<file path="src/rpmc_pkg.sv">
// ----------------------------------------------------------------------------
// rpmc_pkg
// Types, codes and constants shared by the render power-mode controller.
// ----------------------------------------------------------------------------
package rpmc_pkg;

  // Field and counter widths.
  localparam int unsigned TimeoutW = 22;
  localparam int unsigned IdleW    = 22;
  localparam int unsigned FrameW   = 16;
  localparam int unsigned PollW    = 13;
  localparam int unsigned PctW     = 8;
  localparam int unsigned CapW     = 10;
  localparam int unsigned ProdW    = FrameW + CapW;

  // Stream and register port widths.
  localparam int unsigned InDataW  = 24;
  localparam int unsigned InUserW  = 2;
  localparam int unsigned OutDataW = 8;
  localparam int unsigned AddrW    = 5;
  localparam int unsigned RegDataW = 32;

  // Behavioural constants.
  localparam logic [PollW-1:0]   PollPeriodMs  = PollW'(5000);
  localparam logic [PctW-1:0]    LowBatteryPct = PctW'(20);
  localparam logic [PctW-1:0]    UnknownPct    = PctW'(255);
  localparam logic [CapW-1:0]    LowRateCap    = CapW'(10);
  localparam logic [ProdW-1:0]   MsPerSec      = ProdW'(1000);
  localparam logic [TimeoutW-1:0] TimeoutReset = TimeoutW'(60000);

  // Register indexes (byte address is four times the index).
  localparam logic [2:0] RegPausedTimeout   = 3'd0;
  localparam logic [2:0] RegPauseHidden     = 3'd1;
  localparam logic [2:0] RegPauseFullscreen = 3'd2;
  localparam logic [2:0] RegPauseBattery    = 3'd3;
  localparam logic [2:0] RegPauseLocked     = 3'd4;

  typedef enum logic [1:0] {
    OpTick     = 2'd0,
    OpActivity = 2'd1,
    OpUpdate   = 2'd2,
    OpFrame    = 2'd3
  } opcode_e;

  typedef enum logic [2:0] {
    ModeActive     = 3'd0,
    ModeLowRate    = 3'd1,
    ModePaused     = 3'd2,
    ModeOccluded   = 3'd3,
    ModeFullscreen = 3'd4,
    ModeBattery    = 3'd5,
    ModeLocked     = 3'd6,
    ModeRemote     = 3'd7
  } mode_e;

  // Configuration as seen by the engine.
  typedef struct packed {
    logic [TimeoutW-1:0] paused_timeout_ms;
    logic                pause_when_hidden;
    logic                pause_when_fullscreen;
    logic                pause_on_battery;
    logic                pause_when_locked;
  } cfg_t;

  // One input event.
  typedef struct packed {
    opcode_e         opcode;
    logic            session_locked;
    logic            remote_session;
    logic            ac_unplugged;
    logic            saver_flag;
    logic [PctW-1:0] battery_percent;
    logic            fullscreen_fg;
    logic            occluded;
    logic [CapW-1:0] fps_cap;
  } in_item_t;

  // Handshake between the input register and the engine.
  typedef struct packed {
    logic valid;
  } stage_hs_t;

endpackage

</file>
<file path="src/rpmc_cfg_regs.sv">
// ----------------------------------------------------------------------------
// rpmc_cfg_regs
// Register bank of the controller behind a simple APB-style port.
// ----------------------------------------------------------------------------
module rpmc_cfg_regs (
  input  logic                            clk_i,
  input  logic                            rst_ni,
  input  logic                            psel,
  input  logic                            penable,
  input  logic                            pwrite,
  input  logic [rpmc_pkg::AddrW-1:0]      paddr,
  input  logic [rpmc_pkg::RegDataW-1:0]   pwdata,
  output logic [rpmc_pkg::RegDataW-1:0]   prdata,
  output logic                            pready,
  output rpmc_pkg::cfg_t                  cfg_o
);
  import rpmc_pkg::*;

  cfg_t       cfg_q, cfg_d;
  logic [2:0] reg_idx;
  logic       wr_en;

  assign pready  = 1'b1;
  assign reg_idx = paddr[AddrW-1:2];
  assign wr_en   = psel && penable && pwrite && pready;

  // Write decode; addresses outside the list are ignored.
  always_comb begin
    cfg_d = cfg_q;
    if (wr_en) begin
      unique case (reg_idx)
        RegPausedTimeout:   cfg_d.paused_timeout_ms     = pwdata[TimeoutW-1:0];
        RegPauseHidden:     cfg_d.pause_when_hidden     = pwdata[0];
        RegPauseFullscreen: cfg_d.pause_when_fullscreen = pwdata[0];
        RegPauseBattery:    cfg_d.pause_on_battery      = pwdata[0];
        RegPauseLocked:     cfg_d.pause_when_locked     = pwdata[0];
        default: ;
      endcase
    end
  end

  always_ff @(posedge clk_i or negedge rst_ni) begin
    if (!rst_ni) begin
      cfg_q.paused_timeout_ms     <= TimeoutReset;
      cfg_q.pause_when_hidden     <= 1'b1;
      cfg_q.pause_when_fullscreen <= 1'b1;
      cfg_q.pause_on_battery      <= 1'b0;
      cfg_q.pause_when_locked     <= 1'b1;
    end else begin
      cfg_q <= cfg_d;
    end
  end

  // Read back.
  always_comb begin
    prdata = '0;
    unique case (reg_idx)
      RegPausedTimeout:   prdata = RegDataW'(cfg_q.paused_timeout_ms);
      RegPauseHidden:     prdata = RegDataW'(cfg_q.pause_when_hidden);
      RegPauseFullscreen: prdata = RegDataW'(cfg_q.pause_when_fullscreen);
      RegPauseBattery:    prdata = RegDataW'(cfg_q.pause_on_battery);
      RegPauseLocked:     prdata = RegDataW'(cfg_q.pause_when_locked);
      default:            prdata = '0;
    endcase
  end

  assign cfg_o = cfg_q;

endmodule

</file>
<file path="src/rpmc_in_reg.sv">
// ----------------------------------------------------------------------------
// rpmc_in_reg
// Input register: captures one event beat and holds it until the engine
// takes it.
// ----------------------------------------------------------------------------
module rpmc_in_reg (
  input  logic                 clk_i,
  input  logic                 rst_ni,
  input  logic                 in_valid_i,
  output logic                 in_ready_o,
  input  rpmc_pkg::in_item_t   in_item_i,
  input  logic                 take_i,
  output rpmc_pkg::stage_hs_t  hs_o,
  output rpmc_pkg::in_item_t   item_o
);
  import rpmc_pkg::*;

  logic     valid_q;
  in_item_t item_q;

  // A new beat may enter when the register is empty or drains this cycle.
  assign in_ready_o = !valid_q || take_i;

  always_ff @(posedge clk_i or negedge rst_ni) begin
    if (!rst_ni) begin
      valid_q <= 1'b0;
    end else if (in_ready_o) begin
      valid_q <= in_valid_i;
    end
  end

  always_ff @(posedge clk_i) begin
    if (in_ready_o && in_valid_i) begin
      item_q <= in_item_i;
    end
  end

  assign hs_o.valid = valid_q;
  assign item_o     = item_q;

endmodule

</file>
<file path="src/rpmc_engine.sv">
// ----------------------------------------------------------------------------
// rpmc_engine
// Controller state, one-pass event evaluation and the result register.
// ----------------------------------------------------------------------------
module rpmc_engine (
  input  logic                 clk_i,
  input  logic                 rst_ni,
  input  rpmc_pkg::cfg_t       cfg_i,
  input  rpmc_pkg::stage_hs_t  hs_i,
  input  rpmc_pkg::in_item_t   item_i,
  output logic                 take_o,
  output logic                 out_valid_o,
  input  logic                 out_ready_i,
  output rpmc_pkg::mode_e      out_mode_o,
  output logic                 out_render_o
);
  import rpmc_pkg::*;

  mode_e             mode_q, mode_d;
  logic [IdleW-1:0]  idle_q, idle_d;
  logic [FrameW-1:0] frame_gap_q, frame_gap_d;
  logic [PollW-1:0]  poll_gap_q, poll_gap_d;
  logic              held_q, held_d;
  logic              polled_q, polled_d;
  logic              out_valid_q;
  mode_e             out_mode_q;
  logic              out_render_q;
  logic              render_d;

  logic              locked_exit, remote_exit, poll_due, poll_now;
  logic              sampled_saver, held_eff, timeout_on;
  logic              reach_pause, reach_low;
  logic [CapW-1:0]   cap;
  logic [ProdW-1:0]  gap_prod;
  logic              frame_ok;
  mode_e             picked;

  // The engine advances whenever an event waits and the result slot is free.
  assign take_o = hs_i.valid && (!out_valid_q || out_ready_i);

  // Update evaluation: exits by priority, battery poll in between.
  always_comb begin
    locked_exit   = cfg_i.pause_when_locked && item_i.session_locked;
    remote_exit   = cfg_i.pause_when_locked && item_i.remote_session;
    poll_due      = !polled_q || (poll_gap_q > PollPeriodMs);
    poll_now      = !locked_exit && !remote_exit && poll_due;
    sampled_saver = item_i.ac_unplugged &&
                    (item_i.saver_flag ||
                     ((item_i.battery_percent != UnknownPct) &&
                      (item_i.battery_percent < LowBatteryPct)));
    held_eff      = poll_now ? sampled_saver : held_q;
    timeout_on    = (cfg_i.paused_timeout_ms != '0);
    reach_pause   = timeout_on && (idle_q >= cfg_i.paused_timeout_ms);
    reach_low     = timeout_on &&
                    ({idle_q, 1'b0} >= {1'b0, cfg_i.paused_timeout_ms});
    priority if (locked_exit)                                   picked = ModeLocked;
    else if (remote_exit)                                       picked = ModeRemote;
    else if (cfg_i.pause_on_battery && held_eff)                picked = ModeBattery;
    else if (cfg_i.pause_when_fullscreen && item_i.fullscreen_fg) picked = ModeFullscreen;
    else if (cfg_i.pause_when_hidden && item_i.occluded)        picked = ModeOccluded;
    else if (reach_pause)                                       picked = ModePaused;
    else if (reach_low)                                         picked = ModeLowRate;
    else                                                        picked = ModeActive;
  end

  // Frame pacing: grant at cap 0 or ms x cap >= 1 s in active/low-rate mode.
  always_comb begin
    cap      = (mode_q == ModeLowRate) ? LowRateCap : item_i.fps_cap;
    gap_prod = ProdW'(frame_gap_q) * ProdW'(cap);
    frame_ok = ((mode_q == ModeActive) || (mode_q == ModeLowRate)) &&
               ((cap == '0) || (gap_prod >= MsPerSec));
  end

  // Next state for the event in the input register.
  always_comb begin
    mode_d      = mode_q;
    idle_d      = idle_q;
    frame_gap_d = frame_gap_q;
    poll_gap_d  = poll_gap_q;
    held_d      = held_q;
    polled_d    = polled_q;
    render_d    = 1'b0;
    if (take_o) begin
      unique case (item_i.opcode)
        OpTick: begin
          if (!(&idle_q))      idle_d      = idle_q + 1'b1;
          if (!(&frame_gap_q)) frame_gap_d = frame_gap_q + 1'b1;
          if (!(&poll_gap_q))  poll_gap_d  = poll_gap_q + 1'b1;
        end
        OpActivity: begin
          idle_d = '0;
          if ((mode_q == ModeLowRate) || (mode_q == ModePaused)) mode_d = ModeActive;
        end
        OpUpdate: begin
          mode_d = picked;
          if (poll_now) begin
            held_d     = sampled_saver;
            poll_gap_d = '0;
            polled_d   = 1'b1;
          end
        end
        OpFrame: begin
          render_d = frame_ok;
          if (frame_ok) frame_gap_d = '0;
        end
        default: ;
      endcase
    end
  end

  always_ff @(posedge clk_i or negedge rst_ni) begin
    if (!rst_ni) begin
      mode_q      <= ModeActive;
      idle_q      <= '0;
      frame_gap_q <= '0;
      poll_gap_q  <= '0;
      held_q      <= 1'b0;
      polled_q    <= 1'b0;
      out_valid_q <= 1'b0;
    end else begin
      mode_q      <= mode_d;
      idle_q      <= idle_d;
      frame_gap_q <= frame_gap_d;
      poll_gap_q  <= poll_gap_d;
      held_q      <= held_d;
      polled_q    <= polled_d;
      if (take_o) begin
        out_valid_q <= 1'b1;
      end else if (out_ready_i) begin
        out_valid_q <= 1'b0;
      end
    end
  end

  // Result register: one result beat per event.
  always_ff @(posedge clk_i) begin
    if (take_o) begin
      out_mode_q   <= mode_d;
      out_render_q <= render_d;
    end
  end

  assign out_valid_o  = out_valid_q;
  assign out_mode_o   = out_mode_q;
  assign out_render_o = out_render_q;

  // A granted frame only ever comes from an unpaused mode and resets the gap.
  a_grant_unpaused: assert property (@(posedge clk_i) disable iff (!rst_ni)
    take_o && render_d |-> (mode_q == ModeActive) || (mode_q == ModeLowRate))
    else $error("frame granted while paused or hidden");

  a_grant_clears_gap: assert property (@(posedge clk_i) disable iff (!rst_ni)
    take_o && render_d |=> frame_gap_q == '0)
    else $error("frame gap not cleared after a grant");

  // User activity always leaves the idle states behind.
  a_activity_wakes: assert property (@(posedge clk_i) disable iff (!rst_ni)
    take_o && (item_i.opcode == OpActivity) |=>
      (idle_q == '0) && (mode_q != ModeLowRate) && (mode_q != ModePaused))
    else $error("activity did not wake the controller");

  // A battery poll restarts the poll interval and marks the battery sampled.
  a_poll_restart: assert property (@(posedge clk_i) disable iff (!rst_ni)
    take_o && (item_i.opcode == OpUpdate) && poll_now |=>
      (poll_gap_q == '0) && polled_q)
    else $error("battery poll did not restart its interval");

  // The result register never drops a beat that waits on a stalled receiver.
  a_no_overwrite: assert property (@(posedge clk_i) disable iff (!rst_ni)
    take_o |-> !out_valid_q || out_ready_i)
    else $error("result overwritten before it was taken");

endmodule

</file>
<file path="src/render_power_mode_controller_unit.sv">
// ----------------------------------------------------------------------------
// render_power_mode_controller_unit
// Power-mode controller for a renderer: event stream in, mode stream out.
// ----------------------------------------------------------------------------
// Events arrive on the slave stream, one per beat: tuser carries the opcode
// (tick of one millisecond, user activity, update evaluation, frame request)
// and tdata the session, battery, window flags and the requested frame cap.
// Every event yields exactly one result beat on the master stream with the
// power mode after the event and a frame grant flag.
// An accepted input beat waits in the input register; the evaluation then
// writes its result beat to the result register. Throughput is one event
// per cycle while the receiver takes every result, limited by the state
// update that each event performs in a single pass.
// If the receiver stalls, the held result waits in the result register and
// one further event may wait in the input register; tready then falls until
// the result is taken.
// Reset clears the mode to active, all counters and the battery poll
// history, and restores the register defaults. The APB-style port holds the
// pause timeout and the four pause enables; write it only while idle.
// ----------------------------------------------------------------------------
module render_power_mode_controller_unit (
  input  logic                            clk_i,
  input  logic                            rst_ni,
  // Event stream.
  input  logic                            s_axis_tvalid,
  output logic                            s_axis_tready,
  // tdata from bit 0: session_locked, remote_session, ac_unplugged, saver_flag,
  // battery_percent[7:0], fullscreen_fg, occluded, fps_cap[9:0].
  input  logic [rpmc_pkg::InDataW-1:0]    s_axis_tdata,
  // tuser from bit 0: opcode[1:0].
  input  logic [rpmc_pkg::InUserW-1:0]    s_axis_tuser,
  // Result stream.
  output logic                            m_axis_tvalid,
  input  logic                            m_axis_tready,
  // tdata from bit 0: power_mode[2:0], render_now, zero pad.
  output logic [rpmc_pkg::OutDataW-1:0]   m_axis_tdata,
  // Configuration port.
  input  logic                            psel,
  input  logic                            penable,
  input  logic                            pwrite,
  input  logic [rpmc_pkg::AddrW-1:0]      paddr,
  input  logic [rpmc_pkg::RegDataW-1:0]   pwdata,
  output logic [rpmc_pkg::RegDataW-1:0]   prdata,
  output logic                            pready
);
  import rpmc_pkg::*;

  cfg_t      cfg;
  in_item_t  in_item, held_item;
  stage_hs_t hs;
  logic      take;
  mode_e     out_mode;
  logic      out_render;

  // Unpack the event beat.
  always_comb begin
    in_item.opcode          = opcode_e'(s_axis_tuser);
    in_item.session_locked  = s_axis_tdata[0];
    in_item.remote_session  = s_axis_tdata[1];
    in_item.ac_unplugged    = s_axis_tdata[2];
    in_item.saver_flag      = s_axis_tdata[3];
    in_item.battery_percent = s_axis_tdata[11:4];
    in_item.fullscreen_fg   = s_axis_tdata[12];
    in_item.occluded        = s_axis_tdata[13];
    in_item.fps_cap         = s_axis_tdata[23:14];
  end

  rpmc_cfg_regs u_cfg_regs (
    .clk_i   (clk_i),
    .rst_ni  (rst_ni),
    .psel    (psel),
    .penable (penable),
    .pwrite  (pwrite),
    .paddr   (paddr),
    .pwdata  (pwdata),
    .prdata  (prdata),
    .pready  (pready),
    .cfg_o   (cfg)
  );

  rpmc_in_reg u_in_reg (
    .clk_i      (clk_i),
    .rst_ni     (rst_ni),
    .in_valid_i (s_axis_tvalid),
    .in_ready_o (s_axis_tready),
    .in_item_i  (in_item),
    .take_i     (take),
    .hs_o       (hs),
    .item_o     (held_item)
  );

  rpmc_engine u_engine (
    .clk_i        (clk_i),
    .rst_ni       (rst_ni),
    .cfg_i        (cfg),
    .hs_i         (hs),
    .item_i       (held_item),
    .take_o       (take),
    .out_valid_o  (m_axis_tvalid),
    .out_ready_i  (m_axis_tready),
    .out_mode_o   (out_mode),
    .out_render_o (out_render)
  );

  // Pack the result beat.
  assign m_axis_tdata = {4'b0000, out_render, out_mode};

endmodule

</file>
<file path="config.mk">
export PLATFORM = sky130hd
export DESIGN_NAME = render_power_mode_controller_unit
export DESIGN_NICKNAME = d
export VERILOG_FILES = /design/src/rpmc_pkg.sv /design/src/rpmc_cfg_regs.sv /design/src/rpmc_in_reg.sv /design/src/rpmc_engine.sv /design/src/render_power_mode_controller_unit.sv
export SDC_FILE = /design/constraint.sdc
export NUM_CORES = 1
export LEC_CHECK = 0
export BUFFER_PORTS_ARGS = -buffer_cell sky130_fd_sc_hd__clkbuf_2
export CORE_ASPECT_RATIO = 1.1
export CORE_MARGIN = 2
export CORE_UTILIZATION = 40
export DETAILED_ROUTE_END_ITERATION = 10
export SYNTH_ARGS = -nofsm -noshare
export SYNTH_HDL_FRONTEND = slang
export SYNTH_SLANG_ARGS = --single-unit
</file>
<file path="constraint.sdc">
create_clock -name clk_i -period 9.65 [get_ports clk_i]
set_clock_uncertainty 0.1 [all_clocks]
set_input_delay 1.4475 -clock clk_i [delete_from_list [all_inputs] [get_ports clk_i]]
set_output_delay 1.4475 -clock clk_i [all_outputs]
set_load 0.02 [all_outputs]
</file>
==> run summary <==
Most used DFF post-synth - dfrtp_1
RSZ-0062 raised after global routing - no
max frequency - 121 MHz
CTS tree - yes
CORE AREA - 28900 um^2
Final Power - 0.00231 W
status - finished clean
min-delay worst type - reg2reg
CP Capture Type - flop
clk slew on worst S/H paths - 0.08 ns
Worst-Skew Late Latency - 0.36 ns
Leak Pwr - 6.35 nW
largest family of logic cells by synthesized area - adder cells
# hold bufs at CTS - 0
CP required - 9.79 ns
clock sink count - 112
R2R Setup Slk - 1.39 ns
CP startpoint kind - flop
Slew Limit Headroom - 25.3%
Cell Pwr Density - 180 nW/um^2
worst hold path depth - 1
minimum clock period - 8.26 ns
Synth Area in Compound Gates - 12.1%
final core utilization - 44.3%
per-cell routed wire length - 15.6 um
Overflow after GRT - 0
Ant. Diodes - 0
Final Max Tran Viols - 0
critical path fanouts, max - 26
final hold violation count - 0
distinct cell type count after synthesis - 80
vias per cell - 5.27
Post-CTS Setup Repair Bufs - 0
drt first pass iters - 5
Yosys top cell area share - 18.7%
final RePlAce weighted congestion - 0.818
fraction of synthesized area in multiplexers - 0.818%
Tcrit/Tclk final - 85.6%
largest cells by area after synthesis - fa_1, dfrtp_1, ha_1
H-tree level count - 3
vias in the first global route - 9314
Mean Syn Cell Area - 9.08 um^2
Resized cells post-CTS - 0
Synth Area in XOR/XNOR - 2.90%
Routed WL - 27.0 mm
ratio of cells with drive above 1 in the final layout - 10.7%
root buf cell - clkbuf_16
fill count - 2811
Tightest Pin Transition - 1.12 ns
Seq/Total Area, Yosys - 25.1%
ys async rst share - 75.0%
Yosys Warn Count - 0
cts bufs inserted - 9
first-pass GRT wire length - 46.0 mm
Crit Path Category - reg2reg
synthesized area - 11800 um^2
worst path arrival time - 8.40 ns
setup TNS - 0 ns
remaining antenna violation count - 0
Initial Utilization - 40.8%
FP Rows - 65
Worst VDD drop - 0.159 mV
simple-gate share of the synthesized area - 21.0%
adder-cell share of the synthesized area - 30.6%
Hold EP - u_engine.polled_q
Final #Nets - 1645
initial DRC count - 413
R2R cell count - 24
P&R area growth vs syn - 8.46%
final setup fails - 0
initial antenna violation count - 0
DPL Wire Length - 21.1 mm
leading area contributor after synthesis - fa_1
number of port buffers - 83
Die Footprint - 30800 um^2
Tot GR Track Use - 18.3%
synthesized netlist cell count - 1297
Die W - 168 um
max-cap viol count - 0
worst hold start - u_engine.polled_q
Die Y - 184 um
R2R Path Start - u_engine.mode_q[2]
number of flops mapped to enable cells by yosys - 28
#FFs+latches synth - 112
via count - 9099
Max clock buf depth - 2
DRC - 0
pin count of the biggest net entering global routing - 76
num ports - 113
Reg-to-Reg End - u_engine.frame_gap_q[12]
## final cells by class
cell class / count / area [um^2] / area share, %
tap: 368 / 460 / 3.60
inverter: 151 / 567 / 4.44
timing repair buffer: 95 / 508 / 3.98
clock inverter: 6 / 55.1 / 0.431
sequential: 112 / 2960 / 23.1
clock buffer: 10 / 229 / 1.79
multi-input combinational: 984 / 8000 / 62.6
## worst max-delay path, stage by stage (launching register included)
cell	delay (ns)
dfrtp_1	0.42
nor3b_2	0.61
or2_2	0.49
nand2_1	0.14
fa_1	0.56
inv_1	0.05
fa_1	0.50
inv_1	0.05
fa_1	0.47
inv_1	0.05
fa_1	0.52
inv_1	0.05
fa_1	0.54
inv_1	0.05
ha_1	0.38
a21oi_1	0.29
o21ai_0	0.23
and2_1	0.23
a2111o_1	0.40
a32oi_1	0.19
nand4b_1	0.16
or4_4	0.61
o31ai_4	0.73
or3_1	0.22
a21oi_1	0.06
## cell usage after synthesis, types with 17 or more instances
cell        n
nand2_1   167
inv_1     150
ha_1      112
fa_1      110
and2_1    105
dfrtp_1    74
nor2_1     61
o21ai_0    57
a21oi_1    47
clkbuf_1   44
nand3_1    30
edfxtp_1   28
nand4_1    23
xor2_1     20
xnor2_1    19
buf_4      17
## per-stage QoR
step / area [um^2] / instances / setup slack [ns] / hold WS (ns)
5_1_grt: 12800 / 1726 / 0.966 / 0.437
4_1_cts: 12800 / 1726 / 1.35 / 0.390
2_1_floorplan: 11800 / 1310 / 2.49 / 0.344
3_5_place_dp: 12500 / 1710 / 1.36 / 0.367
3_3_place_gp: 12500 / 1710 / 1.43 / 0.362
6_report: 12800 / 1726 / 1.39 / 0.390
## per-layer routing
metal / GRT usage (%) / vias to the layer above / part of all wire, %
met5: 0 / - / 0
met4: 4.35 / 0 / 1.4
met3: 2.13 / 23 / 2.8
met2: 32.1 / 143 / 49
met1: 24.4 / 4495 / 47
li1: - / 4438 / -
## flip-flops by register name, summed over array words and instances (netlist names)
signal / flops
u_engine.out_mode_o: 3
u_engine.poll_gap_q: 13
u_in_reg.hs_o: 1
u_in_reg.item_o: 24
u_engine.mode_q: 3
u_engine.out_render_o: 1
u_cfg_regs.cfg_o: 26
u_engine.held_q: 1
u_engine.idle_q: 22
u_engine.out_valid_o: 1
u_engine.polled_q: 1
u_engine.frame_gap_q: 16
## how the worst max path moves through the flow
| stage | from | depth (start not counted) | slack, ns | endpoint |
|---|---|---|---|---|
| 2_1_floorplan | u_engine.mode_q[2] | 26 | 2.49 | u_engine.frame_gap_q[12] |
| 3_3_place_gp | u_engine.mode_q[2] | 24 | 1.43 | u_engine.frame_gap_q[11] |
| 3_5_place_dp | u_engine.mode_q[2] | 24 | 1.36 | u_engine.frame_gap_q[12] |
| 4_1_cts | u_engine.mode_q[2] | 24 | 1.35 | u_engine.frame_gap_q[12] |
| 5_1_grt | u_engine.mode_q[2] | 24 | 0.97 | u_engine.frame_gap_q[12] |
| 6_report | u_engine.mode_q[2] | 24 | 1.39 | u_engine.frame_gap_q[12] |
## logic make-up (layout without fill, tap and decap cells)
| family | count (synthesis) | in the layout |
|---|---|---|
| and+or+nand+nor | 486 | 486 |
| xor gates and xnor gates | 39 | 39 |
| buffers and inverters | 214 | 262 |
| DFF | 112 | 112 |
| other | 2 | 15 |
| muxes | 9 | 9 |
| adders and majority gates | 222 | 222 |
| AOI/OAI and AO/OA | 213 | 213 |
## cells in the final DEF (no fill, tap or decap), types with 5 or more instances in the layout
cell type	netlist	layout
nand2_1	167	167
inv_1	150	150
ha_1	112	112
fa_1	110	110
and2_1	105	105
clkbuf_2	0	82
dfrtp_1	74	74
nor2_1	61	61
o21ai_0	57	57
a21oi_1	47	47
nand3_1	30	30
edfxtp_1	28	28
nand4_1	23	23
xor2_1	20	20
xnor2_1	19	19
and3_1	15	15
a21o_1	15	15
conb_1	2	15
nor2b_1	13	13
buf_4	17	13
o21a_1	12	12
or3_1	11	11
nand2b_1	10	10
nor4_1	11	10
o21ai_1	10	10
dfstp_2	10	10
or2_2	9	9
clkbuf_16	0	9
o211ai_1	8	8
nor3_1	9	8
and4_1	6	6
o31ai_1	5	5
a211oi_1	5	5
mux2_2	5	5
a2111oi_0	5	5
## power breakdown
part	total, W	switching, W	internal [W]
combinational	0.00131	0.000788	0.000520
sequential	0.000627	0.0000734	0.000553
clock	0.000372	0.000190	0.000182
total	0.00231	0.00105	0.00125
No activity file was read; power rests on OpenSTA's default activity.
